`config.mk`:
```
export PLATFORM = sky130hd
export DESIGN_NAME = websocket_frame_receiver
export DESIGN_NICKNAME = d
export VERILOG_FILES = /design/src/hdl/wfr_pkg.sv /design/src/hdl/websocket_frame_receiver.sv /design/src/hdl/wfr_parser.sv /design/src/hdl/wfr_out_reg.sv
export SDC_FILE = /design/constraint.sdc
export NUM_CORES = 1
export LEC_CHECK = 0
export BUFFER_PORTS_ARGS = -buffer_cell sky130_fd_sc_hd__buf_2
export CAP_MARGIN = 15
export CORE_MARGIN = 3
export CORE_UTILIZATION = 30
export DETAILED_ROUTE_END_ITERATION = 10
export GPL_TIMING_DRIVEN = 0
export PLACE_DENSITY = 0.52
export RECOVER_POWER = 50
export SKIP_LAST_GASP = 1
export SLEW_MARGIN = 25
export SYNTH_ARGS = -nofsm -noshare
export SYNTH_HDL_FRONTEND = slang
export SYNTH_HIERARCHICAL = 1
export SYNTH_SLANG_ARGS = --single-unit
```
`constraint.sdc`:
```
create_clock -name clk -period 3.95 [get_ports clk]
set_clock_uncertainty 0.05 [all_clocks]
set_input_delay 0.79 -clock clk [delete_from_list [all_inputs] [get_ports clk]]
set_output_delay 0.79 -clock clk [all_outputs]
set_load 0.01 [all_outputs]
```
`src/hdl/wfr_pkg.sv`:
```
// ----------------------------------------------------------------------------
// WebSocket frame receiver package
// Result word type, status codes, opcodes and header constants.
// ----------------------------------------------------------------------------
`default_nettype none

package wfr_pkg;

    typedef logic [1:0] status_t;

    localparam status_t ST_OK         = 2'd0;
    localparam status_t ST_BAD_OPCODE = 2'd1;
    localparam status_t ST_TOO_BIG    = 2'd2;
    localparam status_t ST_CLOSE      = 2'd3;

    localparam logic [3:0] OP_CONT   = 4'h0;
    localparam logic [3:0] OP_TEXT   = 4'h1;
    localparam logic [3:0] OP_BINARY = 4'h2;
    localparam logic [3:0] OP_CLOSE  = 4'h8;
    localparam logic [3:0] OP_PING   = 4'h9;
    localparam logic [3:0] OP_PONG   = 4'hA;

    localparam logic [6:0] LEN_EXT16 = 7'd126;
    localparam logic [6:0] LEN_EXT64 = 7'd127;

    localparam logic [3:0] EXT16_BYTES = 4'd2;
    localparam logic [3:0] EXT64_BYTES = 4'd8;
    localparam logic [3:0] KEY_BYTES   = 4'd4;

    localparam logic [31:0] MAX_PAYLOAD_RESET = 32'd65536;

    typedef struct packed {
        logic [7:0] payload_byte;
        logic       byte_valid;
        logic [3:0] frame_opcode;
        logic       last_of_frame;
        status_t    status;
    } result_t;

endpackage

`default_nettype wire

```
`src/hdl/websocket_frame_receiver.sv`:
```
// ----------------------------------------------------------------------------
// WebSocket frame receiver
// Parses a received byte stream into unmasked payload words and status words.
// ----------------------------------------------------------------------------
//   channel   signals                          direction
//   input     in_valid, in_stall, rx_byte      in  (one stream byte a word)
//   output    out_valid, out_stall, fields     out (zero or one word a byte)
//   config    cfg_write, cfg_data              in  (max_payload)
//
// A byte is taken every cycle while in_stall is low, and each result loads
// the output register in the cycle after its byte. Reset sets max_payload
// to 65536 and opens the stream at the first header byte. in_stall rises
// only while a result waits and out_stall is high.
// ----------------------------------------------------------------------------
`default_nettype none

module websocket_frame_receiver #(
    parameter int LENGTH_BITS = 64
) (
    input  wire logic        clk,
    input  wire logic        rst_n,
    input  wire logic        cfg_write,
    input  wire logic [31:0] cfg_data,
    input  wire logic        in_valid,
    output logic             in_stall,
    input  wire logic [7:0]  rx_byte,
    output logic             out_valid,
    input  wire logic        out_stall,
    output logic [7:0]       payload_byte,
    output logic             byte_valid,
    output logic [3:0]       frame_opcode,
    output logic             last_of_frame,
    output logic [1:0]       status
);

    logic             take;
    logic             res_push;
    logic             full_stalled;
    wfr_pkg::result_t res;
    wfr_pkg::result_t res_out;

    assign in_stall = full_stalled;
    assign take     = in_valid && !full_stalled;

    wfr_parser #(
        .LENGTH_BITS (LENGTH_BITS)
    ) u_parser (
        .clk       (clk),
        .rst_n     (rst_n),
        .cfg_write (cfg_write),
        .cfg_data  (cfg_data),
        .take      (take),
        .rx_byte   (rx_byte),
        .res_push  (res_push),
        .res       (res)
    );

    wfr_out_reg u_out_reg (
        .clk          (clk),
        .rst_n        (rst_n),
        .push         (res_push),
        .res          (res),
        .out_stall    (out_stall),
        .full_stalled (full_stalled),
        .out_valid    (out_valid),
        .res_out      (res_out)
    );

    assign payload_byte  = res_out.payload_byte;
    assign byte_valid    = res_out.byte_valid;
    assign frame_opcode  = res_out.frame_opcode;
    assign last_of_frame = res_out.last_of_frame;
    assign status        = res_out.status;

endmodule

`default_nettype wire

```
`src/hdl/wfr_parser.sv`:
```
// ----------------------------------------------------------------------------
// WebSocket frame parser
// Header state machine, length check and payload unmasking, one byte a cycle on take.
// ----------------------------------------------------------------------------
`default_nettype none

module wfr_parser #(
    parameter int LENGTH_BITS = 64
) (
    input  wire logic             clk,
    input  wire logic             rst_n,
    input  wire logic             cfg_write,
    input  wire logic [31:0]      cfg_data,
    input  wire logic             take,
    input  wire logic [7:0]       rx_byte,
    output logic                  res_push,
    output wfr_pkg::result_t      res
);

    localparam int CMP_W = (LENGTH_BITS > 32) ? LENGTH_BITS : 32;

    typedef enum logic [4:0] {
        PH_HDR0 = 5'b00001,
        PH_HDR1 = 5'b00010,
        PH_EXT  = 5'b00100,
        PH_KEY  = 5'b01000,
        PH_DATA = 5'b10000
    } phase_t;

    phase_t                   phase_reg, phase_next;
    logic [3:0]               opcode_reg, opcode_next;
    logic                     masked_reg, masked_next;
    logic [3:0]               left_reg, left_next;
    logic [LENGTH_BITS-1:0]   len_reg, len_next;
    logic                     ovf_reg, ovf_next;
    logic [31:0]              key_reg, key_next;
    logic [1:0]               kidx_reg, kidx_next;
    logic                     closed_reg, closed_next;
    logic [31:0]              max_reg;

    logic [3:0]               op_in;
    logic [LENGTH_BITS-1:0]   len_shift;
    logic                     ovf_shift;
    logic [LENGTH_BITS-1:0]   len_dec;
    logic [7:0]               key_byte;
    logic                     emit;
    wfr_pkg::result_t         r;

    // length check against the configured limit, also failing on overflow
    function automatic logic too_big(input logic [LENGTH_BITS-1:0] len, input logic ovf,
                                     input logic [31:0] lim);
        return ovf || (CMP_W'(len) > CMP_W'(lim));
    endfunction

    assign op_in     = rx_byte[3:0];
    assign len_shift = {len_reg[LENGTH_BITS-9:0], rx_byte};
    assign ovf_shift = ovf_reg || (len_reg[LENGTH_BITS-1:LENGTH_BITS-8] != 8'd0);
    assign len_dec   = len_reg - LENGTH_BITS'(1);

    always_comb
    begin
        case (kidx_reg)
            2'd0:    key_byte = key_reg[31:24];
            2'd1:    key_byte = key_reg[23:16];
            2'd2:    key_byte = key_reg[15:8];
            default: key_byte = key_reg[7:0];
        endcase
    end

    always_comb
    begin
        phase_next  = phase_reg;
        opcode_next = opcode_reg;
        masked_next = masked_reg;
        left_next   = left_reg;
        len_next    = len_reg;
        ovf_next    = ovf_reg;
        key_next    = key_reg;
        kidx_next   = kidx_reg;
        closed_next = closed_reg;
        emit        = 1'b0;
        r.payload_byte  = 8'd0;
        r.byte_valid    = 1'b0;
        r.frame_opcode  = opcode_reg;
        r.last_of_frame = 1'b0;
        r.status        = wfr_pkg::ST_OK;

        if (take && !closed_reg)
        begin
            unique case (phase_reg)
                PH_HDR0:
                begin
                    opcode_next    = op_in;
                    r.frame_opcode = op_in;
                    if (op_in == wfr_pkg::OP_CLOSE)
                    begin
                        closed_next = 1'b1;
                        emit        = 1'b1;
                        r.status    = wfr_pkg::ST_CLOSE;
                    end
                    else if (op_in != wfr_pkg::OP_CONT && op_in != wfr_pkg::OP_TEXT &&
                             op_in != wfr_pkg::OP_BINARY && op_in != wfr_pkg::OP_PING &&
                             op_in != wfr_pkg::OP_PONG)
                    begin
                        closed_next = 1'b1;
                        emit        = 1'b1;
                        r.status    = wfr_pkg::ST_BAD_OPCODE;
                    end
                    else
                    begin
                        phase_next = PH_HDR1;
                    end
                end
                PH_HDR1:
                begin
                    masked_next = rx_byte[7];
                    ovf_next    = 1'b0;
                    if (rx_byte[6:0] == wfr_pkg::LEN_EXT16)
                    begin
                        len_next   = '0;
                        left_next  = wfr_pkg::EXT16_BYTES;
                        phase_next = PH_EXT;
                    end
                    else if (rx_byte[6:0] == wfr_pkg::LEN_EXT64)
                    begin
                        len_next   = '0;
                        left_next  = wfr_pkg::EXT64_BYTES;
                        phase_next = PH_EXT;
                    end
                    else
                    begin
                        len_next = LENGTH_BITS'(rx_byte[6:0]);
                        if (too_big(LENGTH_BITS'(rx_byte[6:0]), 1'b0, max_reg))
                        begin
                            closed_next = 1'b1;
                            emit        = 1'b1;
                            r.status    = wfr_pkg::ST_TOO_BIG;
                        end
                        else if (rx_byte[7])
                        begin
                            left_next  = wfr_pkg::KEY_BYTES;
                            key_next   = '0;
                            phase_next = PH_KEY;
                        end
                        else if (rx_byte[6:0] == 7'd0)
                        begin
                            emit            = 1'b1;
                            r.last_of_frame = 1'b1;
                            phase_next      = PH_HDR0;
                        end
                        else
                        begin
                            kidx_next  = 2'd0;
                            phase_next = PH_DATA;
                        end
                    end
                end
                PH_EXT:
                begin
                    len_next  = len_shift;
                    ovf_next  = ovf_shift;
                    left_next = left_reg - 4'd1;
                    if (left_reg == 4'd1)
                    begin
                        if (too_big(len_shift, ovf_shift, max_reg))
                        begin
                            closed_next = 1'b1;
                            emit        = 1'b1;
                            r.status    = wfr_pkg::ST_TOO_BIG;
                        end
                        else if (masked_reg)
                        begin
                            left_next  = wfr_pkg::KEY_BYTES;
                            key_next   = '0;
                            phase_next = PH_KEY;
                        end
                        else if (len_shift == '0)
                        begin
                            emit            = 1'b1;
                            r.last_of_frame = 1'b1;
                            phase_next      = PH_HDR0;
                        end
                        else
                        begin
                            kidx_next  = 2'd0;
                            phase_next = PH_DATA;
                        end
                    end
                end
                PH_KEY:
                begin
                    key_next  = {key_reg[23:0], rx_byte};
                    left_next = left_reg - 4'd1;
                    if (left_reg == 4'd1)
                    begin
                        if (len_reg == '0)
                        begin
                            emit            = 1'b1;
                            r.last_of_frame = 1'b1;
                            phase_next      = PH_HDR0;
                        end
                        else
                        begin
                            kidx_next  = 2'd0;
                            phase_next = PH_DATA;
                        end
                    end
                end
                PH_DATA:
                begin
                    emit           = 1'b1;
                    r.byte_valid   = 1'b1;
                    r.payload_byte = masked_reg ? (rx_byte ^ key_byte) : rx_byte;
                    kidx_next      = kidx_reg + 2'd1;
                    len_next       = len_dec;
                    if (len_dec == '0)
                    begin
                        r.last_of_frame = 1'b1;
                        phase_next      = PH_HDR0;
                    end
                end
                default:
                begin
                    phase_next = PH_HDR0;
                end
            endcase
        end
    end

    assign res_push = emit;
    assign res      = r;

    always_ff @(posedge clk or negedge rst_n)
    begin
        if (!rst_n)
        begin
            phase_reg  <= PH_HDR0;
            opcode_reg <= 4'd0;
            masked_reg <= 1'b0;
            left_reg   <= 4'd0;
            len_reg    <= '0;
            ovf_reg    <= 1'b0;
            key_reg    <= 32'd0;
            kidx_reg   <= 2'd0;
            closed_reg <= 1'b0;
            max_reg    <= wfr_pkg::MAX_PAYLOAD_RESET;
        end
        else
        begin
            phase_reg  <= phase_next;
            opcode_reg <= opcode_next;
            masked_reg <= masked_next;
            left_reg   <= left_next;
            len_reg    <= len_next;
            ovf_reg    <= ovf_next;
            key_reg    <= key_next;
            kidx_reg   <= kidx_next;
            closed_reg <= closed_next;
            if (cfg_write)
            begin
                max_reg <= cfg_data;
            end
        end
    end

endmodule

`default_nettype wire

```
`src/hdl/wfr_out_reg.sv`:
```
// ----------------------------------------------------------------------------
// WebSocket frame receiver output register
// Holds one result word until the downstream side takes it.
// ----------------------------------------------------------------------------
`default_nettype none

module wfr_out_reg (
    input  wire logic              clk,
    input  wire logic              rst_n,
    input  wire logic              push,
    input  wire wfr_pkg::result_t  res,
    input  wire logic              out_stall,
    output logic                   full_stalled,
    output logic                   out_valid,
    output wfr_pkg::result_t       res_out
);

    logic             valid_reg, valid_next;
    wfr_pkg::result_t data_reg;

    // hold while stalled, load a new word on push
    assign valid_next   = push || (valid_reg && out_stall);
    assign full_stalled = valid_reg && out_stall;

    always_ff @(posedge clk or negedge rst_n)
    begin
        if (!rst_n)
        begin
            valid_reg <= 1'b0;
        end
        else
        begin
            valid_reg <= valid_next;
        end
    end

    always_ff @(posedge clk)
    begin
        if (push)
        begin
            data_reg <= res;
        end
    end

    assign out_valid = valid_reg;
    assign res_out   = data_reg;

endmodule

`default_nettype wire

```
# Word-level counts from Yosys, hierarchy flattened
# Index checks and enable logic that the tools add are counted.
dict set report word_totals {
  regBits 163
  output_inout_bits 18
}
dict set report classes {
  n_addsub 3
  n_lt_le_gt_ge 2
  n_eq_ne 36
  mux 87
  bitwise 1
  reduce_logical 33
}
# op count
set ops {}
lappend ops {{32-bit two-way mux} 7}
lappend ops {{64-bit zero test} 3}
lappend ops {{64-bit case mux with 3 select lines} 1}
lappend ops {{32-bit case mux with 3 select lines} 1}
lappend ops {{5-bit two-way mux} 14}
lappend ops {{64-bit by 32-bit greater-than comparator with 1-bit output} 1}
lappend ops {{64-bit two-way mux} 1}
lappend ops {{64-bit by 1-bit subtractor with 64-bit output (second input constant)} 1}
lappend ops {{7-bit by 32-bit greater-than comparator with 1-bit output} 1}
lappend ops {{4-bit two-way mux} 8}
lappend ops {{2-bit two-way mux} 14}
lappend ops {{1-bit two-way mux} 26}
lappend ops {{5-bit case mux with 5 select lines} 1}
lappend ops {{2-bit inequality test (second input constant)} 12}
lappend ops {{8-bit case mux with 3 select lines} 1}
lappend ops {{8-bit AND reduction} 2}
lappend ops {{7-bit equality test (second input constant)} 2}
lappend ops {{7-bit two-way mux} 2}
lappend ops {{13-bit AND reduction} 1}
lappend ops {{2-bit by 1-bit inequality test with 1-bit output (second input constant)} 6}
lappend ops {{4-bit by 2-bit inequality test with 1-bit output (second input constant)} 3}
lappend ops {{4-bit case mux with 3 select lines} 1}
lappend ops {{3-bit two-way mux} 3}
lappend ops {{9-bit AND reduction} 1}
lappend ops {{33 further kinds} 49}

# Logic depth before layout (Yosys ltp)
# Gate-level depths: netlist of run 1.
dict set report depth {
  word_depth 10
  ltp_mapped 13
  depth_no_buf 11
}

# By module
# Netlist of run 1, hierarchy kept.
# module instances cells_per_inst area_each_um2 seq_area_each_um2
set by_module_without_submodules {}
lappend by_module_without_submodules {wfr_parser 1 1254 9978.3 3656.0}
lappend by_module_without_submodules {wfr_out_reg 1 19 519.2 505.5}
lappend by_module_without_submodules {websocket_frame_receiver 1 1 13.8 0.0}

# Least setup slack after synthesis of run 1
# Ideal clock, no wire load.
dict set report synth_timing {
  path_type {register to register}
  start {reg u_parser.len_reg[31]}
  end {reg u_out_reg.data_reg, in the netlist u_out_reg/res_out[0], enable pin}
  arrival_ps 3678
  t_required_ps 3499
  slack_ps -179
  stages_incl_launch_ff 10
  path_buffers 2
  path_cell_list {dfrtp_1 clkbuf_1 or4_1 or3_1 nor4_1 clkbuf_1 nand2_1 nor3_1 o31ai_1 a31oi_1}
}
dict set report synth_via {
  elab_chain_len 7
}
# element line
set synth_rtl {}
lappend synth_rtl {{start, declared} wfr_parser.sv:34} ;# logic [LENGTH_BITS-1:0] len_reg, len_next;
lappend synth_rtl {{start signal, assigned} wfr_parser.sv:254} ;# len_reg <= len_next;
lappend synth_rtl {{parallel branches: the longest is 5 deep, another holds 64-bit by 32-bit greater-than comparator with 1-bit output} n/a}
lappend synth_rtl {{1-bit case mux with 5 select lines (*)} wfr_parser.sv:90} ;# unique case (phase_reg)
lappend synth_rtl {{1-bit two-way mux (*)} wfr_parser.sv:88} ;# if (take && !closed_reg)
lappend synth_rtl {{via res_push} websocket_frame_receiver.sv:37} ;# logic res_push;
lappend synth_rtl {{end signal, assigned} wfr_out_reg.sv:41} ;# data_reg <= res;
lappend synth_rtl {{end, declared} wfr_out_reg.sv:19} ;# wfr_pkg::result_t data_reg;
# Mark *: on every way through the listed nets, which the timed path passes.
# A chain may end at the register's enable or synchronous reset.

# Final worst setup path of run 1
dict set report layout_timing {
  start {reg u_parser.len_reg[18]}
  end {reg u_out_reg.data_reg, in the netlist u_out_reg/res_out[2] (data pin)}
}
dict set report layout_via {
  elab_chain_len 6
}
# element line
set layout_rtl {}
lappend layout_rtl {{parallel branches: the longest is 5 deep, another holds 64-bit by 1-bit subtractor with 64-bit output} n/a}
lappend layout_rtl {{1-bit case mux with 4 select lines (*)} wfr_parser.sv:90}
# Every way passes the cells marked *.

==> results.cfg, run 1 <==
[layout]
fin_cells = 1827
final_design_area_no_fill_um2 = 12300
largest_reg_flops = 64
layout-drive-gt1-share_pct = 13.7
design.final.nets = 1451
num-fill-cells = 3548
finalCoreUtilization_pct = 36.1
synthToLayoutAreaGrowth_pct = 16.9
antenna-diode-count = 0

[sta]
maxSlewViolCount = 88
number_of_hold_slack_violations_in_the_final_timing_report = 0
hold_slack_ps = 428
setup_viol_count_final = 1
min_period_over_period_pct = 101
worst_pin_slew_ps = 1750
max_clock_freq_ghz = 0.251
slew_headroom_pct = -16.5
setup_slack_of_the_critical_path_after_layout_ps = -32.8
period_minus_slack_ps = 3980
rsz0062_at_grt = yes

[clock_network]
worstSkewPairLatency_ps = 460
htree_num_levels = 4
cts.sinks = 163
clock_path_buffers = 2
clock_tree_from_tritoncts = yes
cell_chosen_for_the_clock_root = sky130_fd_sc_hd__clkbuf_16
cts_hold_repair.buffers = 0
path_clk_slew_ps = 80
cts_buf_count = 17

[outcome]
status = complete, but fails checks
failed_checks = max-capacitance violations, max-slew violations, negative setup slack

[drt]
avgViaCountPerCell = 5.78
ant_nets = 0
route.vias.total = 10600
detail_route.drc_violations = 0
drtIter0Drc = 1131
firstDrtPassIters = 7
drt-wirelength-per-cell_um = 21.2
totalWireLength_um = 38800

[grt]
grt_start_max_net_pins = 63
grt.overflow.total = 0
first_global_vias = 10200
antenna_found_initial = 1
grt_first_pass_wirelength_um = 59800
grt_use_total_pct = 20.9

[pwr]
switching_power_total_uw = 2620
combPwrFrac_pct = 35.5
power.static_leakage_uw = 0.00492
power_per_cell_area_nw_per_um2 = 493
sw_frac_of_total_pct = 43.3
power.clock.fraction_pct = 28.6
power.share.sequential_pct = 35.9
total_power_after_layout_uw = 6060
vdd_drop_max_mv = 0.313
internal-power_uw = 3430

[placement]
globalplace.congestion = 0.934
dpl_cell_area_um2 = 11500
placed_cells = 1785
port_buffers = 61
place.detailed.hpwl_um = 27900

[logic_synthesis]
synth-edff-count = 16
ys_warns = 6
syn_avg_cell_area_um2 = 8.25
netlist-cell-type-count = 77
proportion_of_synthesized_flip_flops_having_asynchronous_set_or_reset_pct = 90.2
synth.net_count = 1359
ys_seq_elements = 163
gate_count_of_the_mapped_netlist = 1274
synth.largest_area_cell = sky130_fd_sc_hd__dfrtp_1
ys_dominant_reg_cell = sky130_fd_sc_hd__dfrtp_1
synth_sequential_area_ratio_pct = 39.6
ys_top_cells_by_area = sky130_fd_sc_hd__dfrtp_1, sky130_fd_sc_hd__o21ai_0, sky130_fd_sc_hd__nand2_1
synth_top_area_share_pct = 34.5
syn_area_um2 = 10500

[critical_path]
cp-end-kind = flop
worst_setup_path_startpoint = u_parser/len_reg[18]$_DFFE_PN0P_
start_kind = flop
critical_path.cell_chain = clkbuf_1 > nor4_2 > nand2_1 > nor4_4 > buf_2 > a31oi_1 > o31ai_1 > nand4_1 > nor4b_2 > nand4_1 > a31oi_1
setup.worst_path.class = flop to flop
cp_slowest_cell = sky130_fd_sc_hd__nor4_2
critical_path_required_ps = 4200
worst_r2r_startpoint = u_parser/len_reg[18]$_DFFE_PN0P_
worstPathMaxFanout = 10
critPathArrivalTime_ps = 4230
max_stage_delay_on_crit_path_ps = 480

[min_path]
worst_hold_startpoint = u_parser/key_reg[24]$_DFFE_PN0P_
holdCritPathClass = flop to flop

[die]
fp.dieArea_um2 = 37300
core-area_um2 = 34000
num_rows = 67
initial_core_util_pct = 30.9
ios = 63
floorplan.die.width_um = 193
die_y_um = 193

[run]
max_cap_viol_count = 2
kinds of logic (layout without fill, tap and decap cells):
family                   count (synthesis)  count (layout)  synth area share (%)
multiplexers                            11              11                  1.11
adder cells (fa/ha/maj)                 40              40                  4.76
AND/OR/NAND/NOR                        490             490                  22.9
buffers and inverters                  143             248                  5.68
XOR/XNOR                                27              27                  2.25
flip-flops                             163             163                  39.6
AO/OA/AOI/OAI                          400             400                  23.7
worst max-delay path, delay by kind of cell, from the launching register on:
family          cells  cell delay [ps]
buf+inv             2              580
compound gates      3              860
flops               1              420
simple gates        6             1900
through the flow:
| stage | setup slack (ps) | setup TNS (ps) |
|---|---|---|
| 5_1_grt | -152 | -1330 |
| 3_5_place_dp | -1150 | -31380 |
| 4_1_cts | 2.55 | 0 |
| 2_1_floorplan | 199 | 0 |
| 3_3_place_gp | -1240 | -83290 |
| 6_report | -32.8 | -32.8 |
what timing repair did:
item                                   CTS  global route
buffers inserted                         8             2
setup endpoints to repair               22            33
endpoints found under the hold margin    0             0
resized for setup                       26             7
pin swaps                                7             0
power by group through the flow:
| stage | Combinational, uW | Sequential [uW] | Clock (uW) |
|---|---|---|---|
| floorplan | 1390 | 2080 | 0 |
| global placement | 2000 | 2180 | 0 |
| detailed placement | 2020 | 2180 | 0 |
| CTS | 2100 | 2170 | 1780 |
| global route | 2370 | 2200 | 1850 |
| finish | 2150 | 2180 | 1730 |
cell type report:
cell class,instances,area (um^2),area share [%]
Buffer,88,400,3.26
Clock buffer,17,425,3.46
Clock inverter,15,185,1.51
Inverter,55,206,1.68
Multi-Input combinational cell,968,5930,48.3
Sequential cell,163,4160,33.9
Tap cell,448,561,4.56
Timing Repair Buffer,73,412,3.35
routing by layer:
| metal | part of all wire [%] | vias up | track usage, % |
|---|---|---|---|
| met5 | 0.026 | - | 0 |
| li1 | - | 4860 | - |
| met4 | 2.9 | 2 | 7.07 |
| met3 | 8.9 | 76 | 4.90 |
| met1 | 45 | 5101 | 28.9 |
| met2 | 44 | 526 | 32.0 |
cells in the mapped netlist (5+ instances only):
| cell | n |
|---|---|
| sky130_fd_sc_hd__xnor2_1 | 11 |
| sky130_fd_sc_hd__mux2_2 | 5 |
| sky130_fd_sc_hd__nand2b_1 | 6 |
| sky130_fd_sc_hd__nand3_1 | 26 |
| sky130_fd_sc_hd__and3_1 | 8 |
| sky130_fd_sc_hd__a21oi_1 | 80 |
| sky130_fd_sc_hd__inv_1 | 55 |
| sky130_fd_sc_hd__o21ai_1 | 5 |
| sky130_fd_sc_hd__clkbuf_1 | 72 |
| sky130_fd_sc_hd__edfxtp_1 | 16 |
| sky130_fd_sc_hd__ha_1 | 40 |
| sky130_fd_sc_hd__and4_1 | 6 |
| sky130_fd_sc_hd__a211oi_1 | 8 |
| sky130_fd_sc_hd__o21ai_2 | 28 |
| sky130_fd_sc_hd__mux2i_1 | 6 |
| sky130_fd_sc_hd__o21ai_0 | 159 |
| sky130_fd_sc_hd__xor2_1 | 16 |
| sky130_fd_sc_hd__o31ai_1 | 7 |
| sky130_fd_sc_hd__or3_1 | 16 |
| sky130_fd_sc_hd__a22oi_1 | 23 |
| sky130_fd_sc_hd__a32oi_1 | 20 |
| sky130_fd_sc_hd__nand4_1 | 21 |
| sky130_fd_sc_hd__a222oi_1 | 8 |
| sky130_fd_sc_hd__o22ai_1 | 12 |
| sky130_fd_sc_hd__nor2_1 | 84 |
| sky130_fd_sc_hd__buf_2 | 5 |
| sky130_fd_sc_hd__a221oi_1 | 5 |
| sky130_fd_sc_hd__or4_1 | 12 |
| sky130_fd_sc_hd__nor4_1 | 34 |
| sky130_fd_sc_hd__dfrtp_1 | 145 |
| sky130_fd_sc_hd__nand3b_1 | 5 |
| sky130_fd_sc_hd__and2_1 | 5 |
| sky130_fd_sc_hd__buf_6 | 7 |
| sky130_fd_sc_hd__nand2_1 | 194 |
| sky130_fd_sc_hd__nor3_1 | 46 |
| sky130_fd_sc_hd__a31oi_1 | 10 |
cell usage in the layout, fill, tap and decap left out, drive strengths merged, types with 20 or more instances in the layout:
cell type  synthesis  layout
a21oi             81      81
a22oi             23      23
a32oi             20      20
buf               15      86
clkbuf            73      92
dfrtp            145     145
ha                40      40
inv               55      62
nand2            194     194
nand3             26      26
nand4             21      21
nor2              84      84
nor3              47      47
nor4              36      36
o21ai            192     192
path summary, 6_finish.rpt:
kind,endpoint,slack [ps],depth (start not counted)
max in group asynchronous,u_parser/len_reg[36]$_DFFE_PN0P_,580,3
min in group asynchronous,u_out_reg/out_valid$_DFF_PN0_,740,1
max reg2reg,u_out_reg/res_out[2]$_DFFE_PP_,-30,11
min,u_parser/key_reg[24]$_DFFE_PN0P_,430,2
min reg2reg,u_parser/key_reg[24]$_DFFE_PN0P_,430,2
max,u_out_reg/res_out[2]$_DFFE_PP_,-30,11
No activity file was read; power rests on OpenSTA's default activity.
==> inputs of run 2 (changes only) <==
Settings changed: PLACE_DENSITY 0.52 to default, RECOVER_POWER 50 to 25, SKIP_LAST_GASP 1 to default.
==> run 2 against run 1 <==
  * The flow finishes with violations (max-capacitance violations, max-slew violations)
  * Routed wire length is 1.6% lower
  * Critical path type unchanged
  * Clock power increased by 6%
  * Design area increased by 1.1%
  * First-iteration DRC count up 3.7%
  * Count of clock-buffer cells in the layout is 5 higher
  * Register-to-register slack improved by 80 ps
  * Via count up 2.3%
  * Power up 2.9%
  * Sequential share of layout area fell by 0.35 points
  * Global-route usage fell by 0.48 points
  * Non-clock buffer count grew 1
==> results.cfg, run 2 (synthesis results as in run 1) <==
[clock_network]
path_clk_slew_ps = 70
cts.sinks = 163
cts_buf_count = 17
clock_tree_from_tritoncts = yes
clock_path_buffers = 2
cell_chosen_for_the_clock_root = sky130_fd_sc_hd__clkbuf_16
cts_hold_repair.buffers = 0
htree_num_levels = 4
worstSkewPairLatency_ps = 440

[drt]
drtIter0Drc = 1173
detail_route.drc_violations = 0
totalWireLength_um = 38200
drt-wirelength-per-cell_um = 20.9
route.vias.total = 10800
ant_nets = 0
avgViaCountPerCell = 5.91
firstDrtPassIters = 8

[critical_path]
critical_path_required_ps = 4150
worst_setup_path_startpoint = u_parser/len_reg[18]$_DFFE_PN0P_
critical_path.cell_chain = clkbuf_1 > nor4_4 > nand2_1 > nor4_4 > clkbuf_4 > a31oi_1 > o31ai_2 > nand4_1 > nor4b_2 > nand4_1 > a31oi_1
crit_buf_inv = 2
critPathArrivalTime_ps = 4100
setup.worst_path.class = flop to flop
cp-end-kind = flop
cpLargestDelayFamily = simple AND/OR/NAND/NOR gates
worst_r2r_startpoint = u_parser/len_reg[18]$_DFFE_PN0P_
worstPathMaxFanout = 10
start_kind = flop
cp_slowest_cell = sky130_fd_sc_hd__nor4_4
max_stage_delay_on_crit_path_ps = 480

[grt]
grt_use_total_pct = 20.4
antenna_found_initial = 0
first_global_vias = 10500
grt.overflow.total = 0
grt_start_max_net_pins = 91
grt_first_pass_wirelength_um = 59300

[die]
ios = 63
core-area_um2 = 34000
initial_core_util_pct = 30.9
fp.dieArea_um2 = 37300
die_y_um = 193
floorplan.die.width_um = 193
num_rows = 67

[layout]
layout_commonest_cell = sky130_fd_sc_hd__nand2_1
most-common-layout-cells = sky130_fd_sc_hd__nand2_1, sky130_fd_sc_hd__o21ai_0, sky130_fd_sc_hd__dfrtp_1
largest_reg_flops = 64
num-fill-cells = 3500
total_area_of_multi_input_combinational_cells_um2 = 6000
layout-drive-gt1-share_pct = 14.3
fin_cells = 1828
final_design_area_no_fill_um2 = 12400
synthToLayoutAreaGrowth_pct = 18.1
design.final.nets = 1452
antenna-diode-count = 0
seqCellArea_um2 = 4160

[pwr]
vdd_drop_max_mv = 0.393
power.static_leakage_uw = 0.00497
power_per_cell_area_nw_per_um2 = 502

[sta]
setup_total_negative_slack_ps = 0
min_period_over_period_pct = 98.7
maxSlewViolCount = 58
slew_headroom_pct = -93.7
max_clock_freq_ghz = 0.256
setup_viol_count_final = 0
worst_pin_slew_ps = 2910
period_minus_slack_ps = 3900
number_of_hold_slack_violations_in_the_final_timing_report = 0

[min_path]
worst_hold_startpoint = u_parser/key_reg[24]$_DFFE_PN0P_
holdCritPathClass = flop to flop

[placement]
place.detailed.hpwl_um = 27400
globalplace.congestion = 0.977
placed_cells = 1784
dpl_cell_area_um2 = 11400
port_buffers = 61

[run]
max_cap_viol_count = 1

[outcome]
failed_checks = max-capacitance violations, max-slew violations
status = complete, but fails checks
## run 2: cell types whose count changed in the layout (fill, tap and decap cells not counted), sizes merged
cell and delta:
clkinv -4, clkbuf +3, buf +2, bufinv +4
clkdlybuf4s25 +1, inv -5
## run 2: final timing paths
kind | to | slack, ps | cells past startpoint
worst max-delay path | u_out_reg/res_out[2]$_DFFE_PP_ | 50 | 11
worst min-delay path | u_parser/key_reg[24]$_DFFE_PN0P_ | 430 | 2
max in group asynchronous | u_parser/phase_reg[3]$_DFFE_PN0P_ | 730 | 1
worst min register to register | u_parser/key_reg[24]$_DFFE_PN0P_ | 430 | 2
worst max register to register | u_out_reg/res_out[2]$_DFFE_PP_ | 50 | 11
min in group asynchronous | u_parser/key_reg[20]$_DFFE_PN0P_ | 1440 | 1
## run 2: metal layers
metal	track usage, %	routed length [um]	vias to the layer above
met5	0	0	-
met4	8.73	1230	0
met3	3.36	3280	93
met2	31.2	16900	577
met1	28.4	16800	5278
li1	-	-	4858
## run 2: cell type report
class | count | share of cell area [%]
clock inverters | 10 | 1.37
clock buffers | 22 | 3.83
plain buffers | 88 | 3.23
inverters | 55 | 1.66
multi-input cells | 968 | 48.3
well taps | 448 | 4.51
repair buffers | 74 | 3.55
flip-flops and latches | 163 | 33.5
## run 2: timing repair
item,CTS,global route
pin swaps,4,6
setup buffers,6,6
gates resized for setup,23,24
setup endpoints to repair,22,3
## run 2: power by group
| group | switching [uW] | total (uW) | internal (uW) |
|---|---|---|---|
| Combinational | 1510 | 2210 | 702 |
| Sequential | 279 | 2180 | 1900 |
| Clock | 719 | 1840 | 1120 |
| Total | 2500 | 6230 | 3730 |
## run 2: worst reg2reg max path: cells and delay by family (launching register included)
family | cells | cell delay (ps)
and+or+nand+nor | 6 | 1920
buffers and inverters | 2 | 580
DFF | 1 | 400
AOI/OAI and AO/OA | 3 | 760
## run 2: stage by stage
stage,worst slack (ps),util (%),hold slack (ps),total power (uW)
3_3_place_gp,-1080,33.4,410,4150
6_report,50.6,36.5,433,6230
5_1_grt,-8.31,36.5,460,6540
3_5_place_dp,-1090,33.6,422,4190
2_1_floorplan,199,-,400,3470
4_1_cts,1.42,36.0,235,6120
==> inputs of run 3 (changes only) <==
Settings changed: BUFFER_PORTS_ARGS -buffer_cell sky130_fd_sc_hd__buf_2 to default, DONT_BUFFER_PORTS from default to 1.
==> run 3 against run 2 <==
  * The run still ends with max-capacitance violations, max-slew violations left
  * Critical path depth is 1 lower
  * Via count decreased by 2.7%
  * First-iteration DRC count grew 3.4%
  * Largest cell class unchanged
==> results.cfg, run 3 (synthesis results as in run 1) <==
[layout]
layout_commonest_cell = sky130_fd_sc_hd__nand2_1
synthToLayoutAreaGrowth_pct = 15.4
largest_reg_flops = 64
design.final.nets = 1394
layout-drive-gt1-share_pct = 11.0
most-common-layout-cells = sky130_fd_sc_hd__nand2_1, sky130_fd_sc_hd__o21ai_0, sky130_fd_sc_hd__dfrtp_1
antenna-diode-count = 0
num-fill-cells = 3549
final_design_area_no_fill_um2 = 12100

[pwr]
combPwrFrac_pct = 34.9
vdd_drop_max_mv = 0.317
internal-power_uw = 3670
power.share.sequential_pct = 35.0
sw_frac_of_total_pct = 41.0
power_per_cell_area_nw_per_um2 = 513
total_power_after_layout_uw = 6220
power.clock.fraction_pct = 30.1
power.static_leakage_uw = 0.00473
switching_power_total_uw = 2550

[outcome]
status = complete, but fails checks
failed_checks = max-capacitance violations, max-slew violations

[placement]
globalplace.congestion = 0.969
dpl_cell_area_um2 = 11100
place.detailed.hpwl_um = 27300
port_buffers = 0

[grt]
first_global_vias = 10300
grt_use_total_pct = 20.5
grt_first_pass_wirelength_um = 59500
grt_start_max_net_pins = 148
grt.overflow.total = 0
antenna_found_initial = 0

[critical_path]
worstPathMaxFanout = 9
critical_path_required_ps = 4160
cp-end-kind = flop
setup.worst_path.class = flop to flop
critical_path.cell_chain = clkbuf_1 > nor4_4 > nand2_1 > or4_1 > buf_2 > nor4_2 > mux2i_1 > nor3_1 > nand4_1 > a31oi_1
reg2reg_setup_slack_ps = 90
cpLargestDelayFamily = simple AND/OR/NAND/NOR gates
max_stage_delay_on_crit_path_ps = 560
cp_slowest_cell = sky130_fd_sc_hd__or4_1
critPathArrivalTime_ps = 4070
crit_buf_inv = 2
worst_reg2reg_endpoint = u_out_reg/res_out[2]$_DFFE_PP_
reg2regPathDepth = 10
start_kind = flop
worst_r2r_startpoint = u_parser/len_reg[18]$_DFFE_PN0P_

[die]
initial_core_util_pct = 30.9
core-area_um2 = 34000
die_y_um = 193
floorplan.die.width_um = 193
fp.dieArea_um2 = 37300
ios = 63
num_rows = 67

[drt]
firstDrtPassIters = 6
route.vias.total = 10500
met3_length_um = 3500
drt-wirelength-per-cell_um = 22.1
avgViaCountPerCell = 5.94
detail_route.wirelength.met1_um = 16600
ant_nets = 0
totalWireLength_um = 39100
detailroute.wirelength.met2_um = 17700
top_signal_layer_used = met4
drtIter0Drc = 1213
detail_route.drc_violations = 0

[sta]
period_minus_slack_ps = 3860
max_clock_freq_ghz = 0.259
slew_headroom_pct = -23.1
maxSlewViolCount = 129
setup_viol_count_final = 0
worst_pin_slew_ps = 1850
min_period_over_period_pct = 97.7
hold_slack_ps = 136
number_of_hold_slack_violations_in_the_final_timing_report = 0
setup_total_negative_slack_ps = 0

[clock_network]
htree_num_levels = 4
worstSkewPairLatency_ps = 440
cell_chosen_for_the_clock_root = sky130_fd_sc_hd__clkbuf_16
clock_tree_from_tritoncts = yes
cts.sinks = 163
clock_path_buffers = 2
path_clk_slew_ps = 70
cts_buf_count = 17

[run]
max_cap_viol_count = 1

[min_path]
holdCritPathClass = input port to asynchronous set/reset pin
[run 3: cell count changes in the layout (fill, tap and decap cells not counted), moves of 3 or more]
cell / before / now
sky130_fd_sc_hd__buf_2: 64 / 4
sky130_fd_sc_hd__inv_8: 1 / 4
sky130_fd_sc_hd__buf_4: 11 / 14
sky130_fd_sc_hd__clkbuf_1: 73 / 70
[run 3: worst max path at each step]
stage                                      from                               to  depth (start not counted)
6_report       u_parser/len_reg[18]$_DFFE_PN0P_   u_out_reg/res_out[2]$_DFFE_PP_                         10
5_1_grt        u_parser/len_reg[24]$_DFFE_PN0P_   u_out_reg/res_out[2]$_DFFE_PP_                         11
4_1_cts        u_parser/len_reg[31]$_DFFE_PN0P_   u_out_reg/res_out[2]$_DFFE_PP_                         10
2_1_floorplan  u_parser/len_reg[31]$_DFFE_PN0P_   u_out_reg/res_out[0]$_DFFE_PP_                          9
3_3_place_gp    u_parser/len_reg[9]$_DFFE_PN0P_   u_out_reg/res_out[7]$_DFFE_PP_                          8
3_5_place_dp    u_parser/len_reg[1]$_DFFE_PN0P_  u_out_reg/res_out[13]$_DFFE_PP_                         10
[run 3: metrics by stage]
step / cells / worst slack [ps] / util, %
floorplan: 1274 / 199 / -
global placement: 1722 / -1290 / 32.5
detailed placement: 1722 / -1290 / 32.6
CTS: 1762 / 6.59 / 35.1
global route: 1770 / -56.8 / 35.6
finish: 1770 / 91.2 / 35.6
[run 3: layer usage]
metal / vias to the layer above / GRT usage (%)
li1: 4748 / -
met1: 5121 / 27.7
met2: 547 / 32.4
met3: 102 / 4.57
met4: 0 / 7.26
met5: - / 0
[run 3: layout make-up]
type	count	area, um^2	area share [%]
Clock buffer	17	425	3.51
Clock inverter	15	219	1.81
Multi-Input combinational cell	968	6010	49.6
Sequential cell	163	4170	34.4
Timing Repair Buffer	17	136	1.12
Inverter	55	206	1.70
Tap cell	448	561	4.62
Buffer	87	400	3.30
[run 3: what timing repair did]
| action | CTS | global route |
|---|---|---|
| pin swaps | 5 | 8 |
| setup endpoints to repair | 22 | 18 |
| resized for setup | 23 | 30 |
| endpoints found under the hold margin | 145 | 128 |
| setup buffers | 8 | 7 |
[run 3: power by group through the flow]
stage	combinational [uW]	clock (uW)	sequential [uW]
global placement	1920	0	2170
floorplan	1390	0	2080
CTS	2010	1900	2160
detailed placement	1940	0	2180
finish	2170	1870	2180
global route	2360	1960	2210
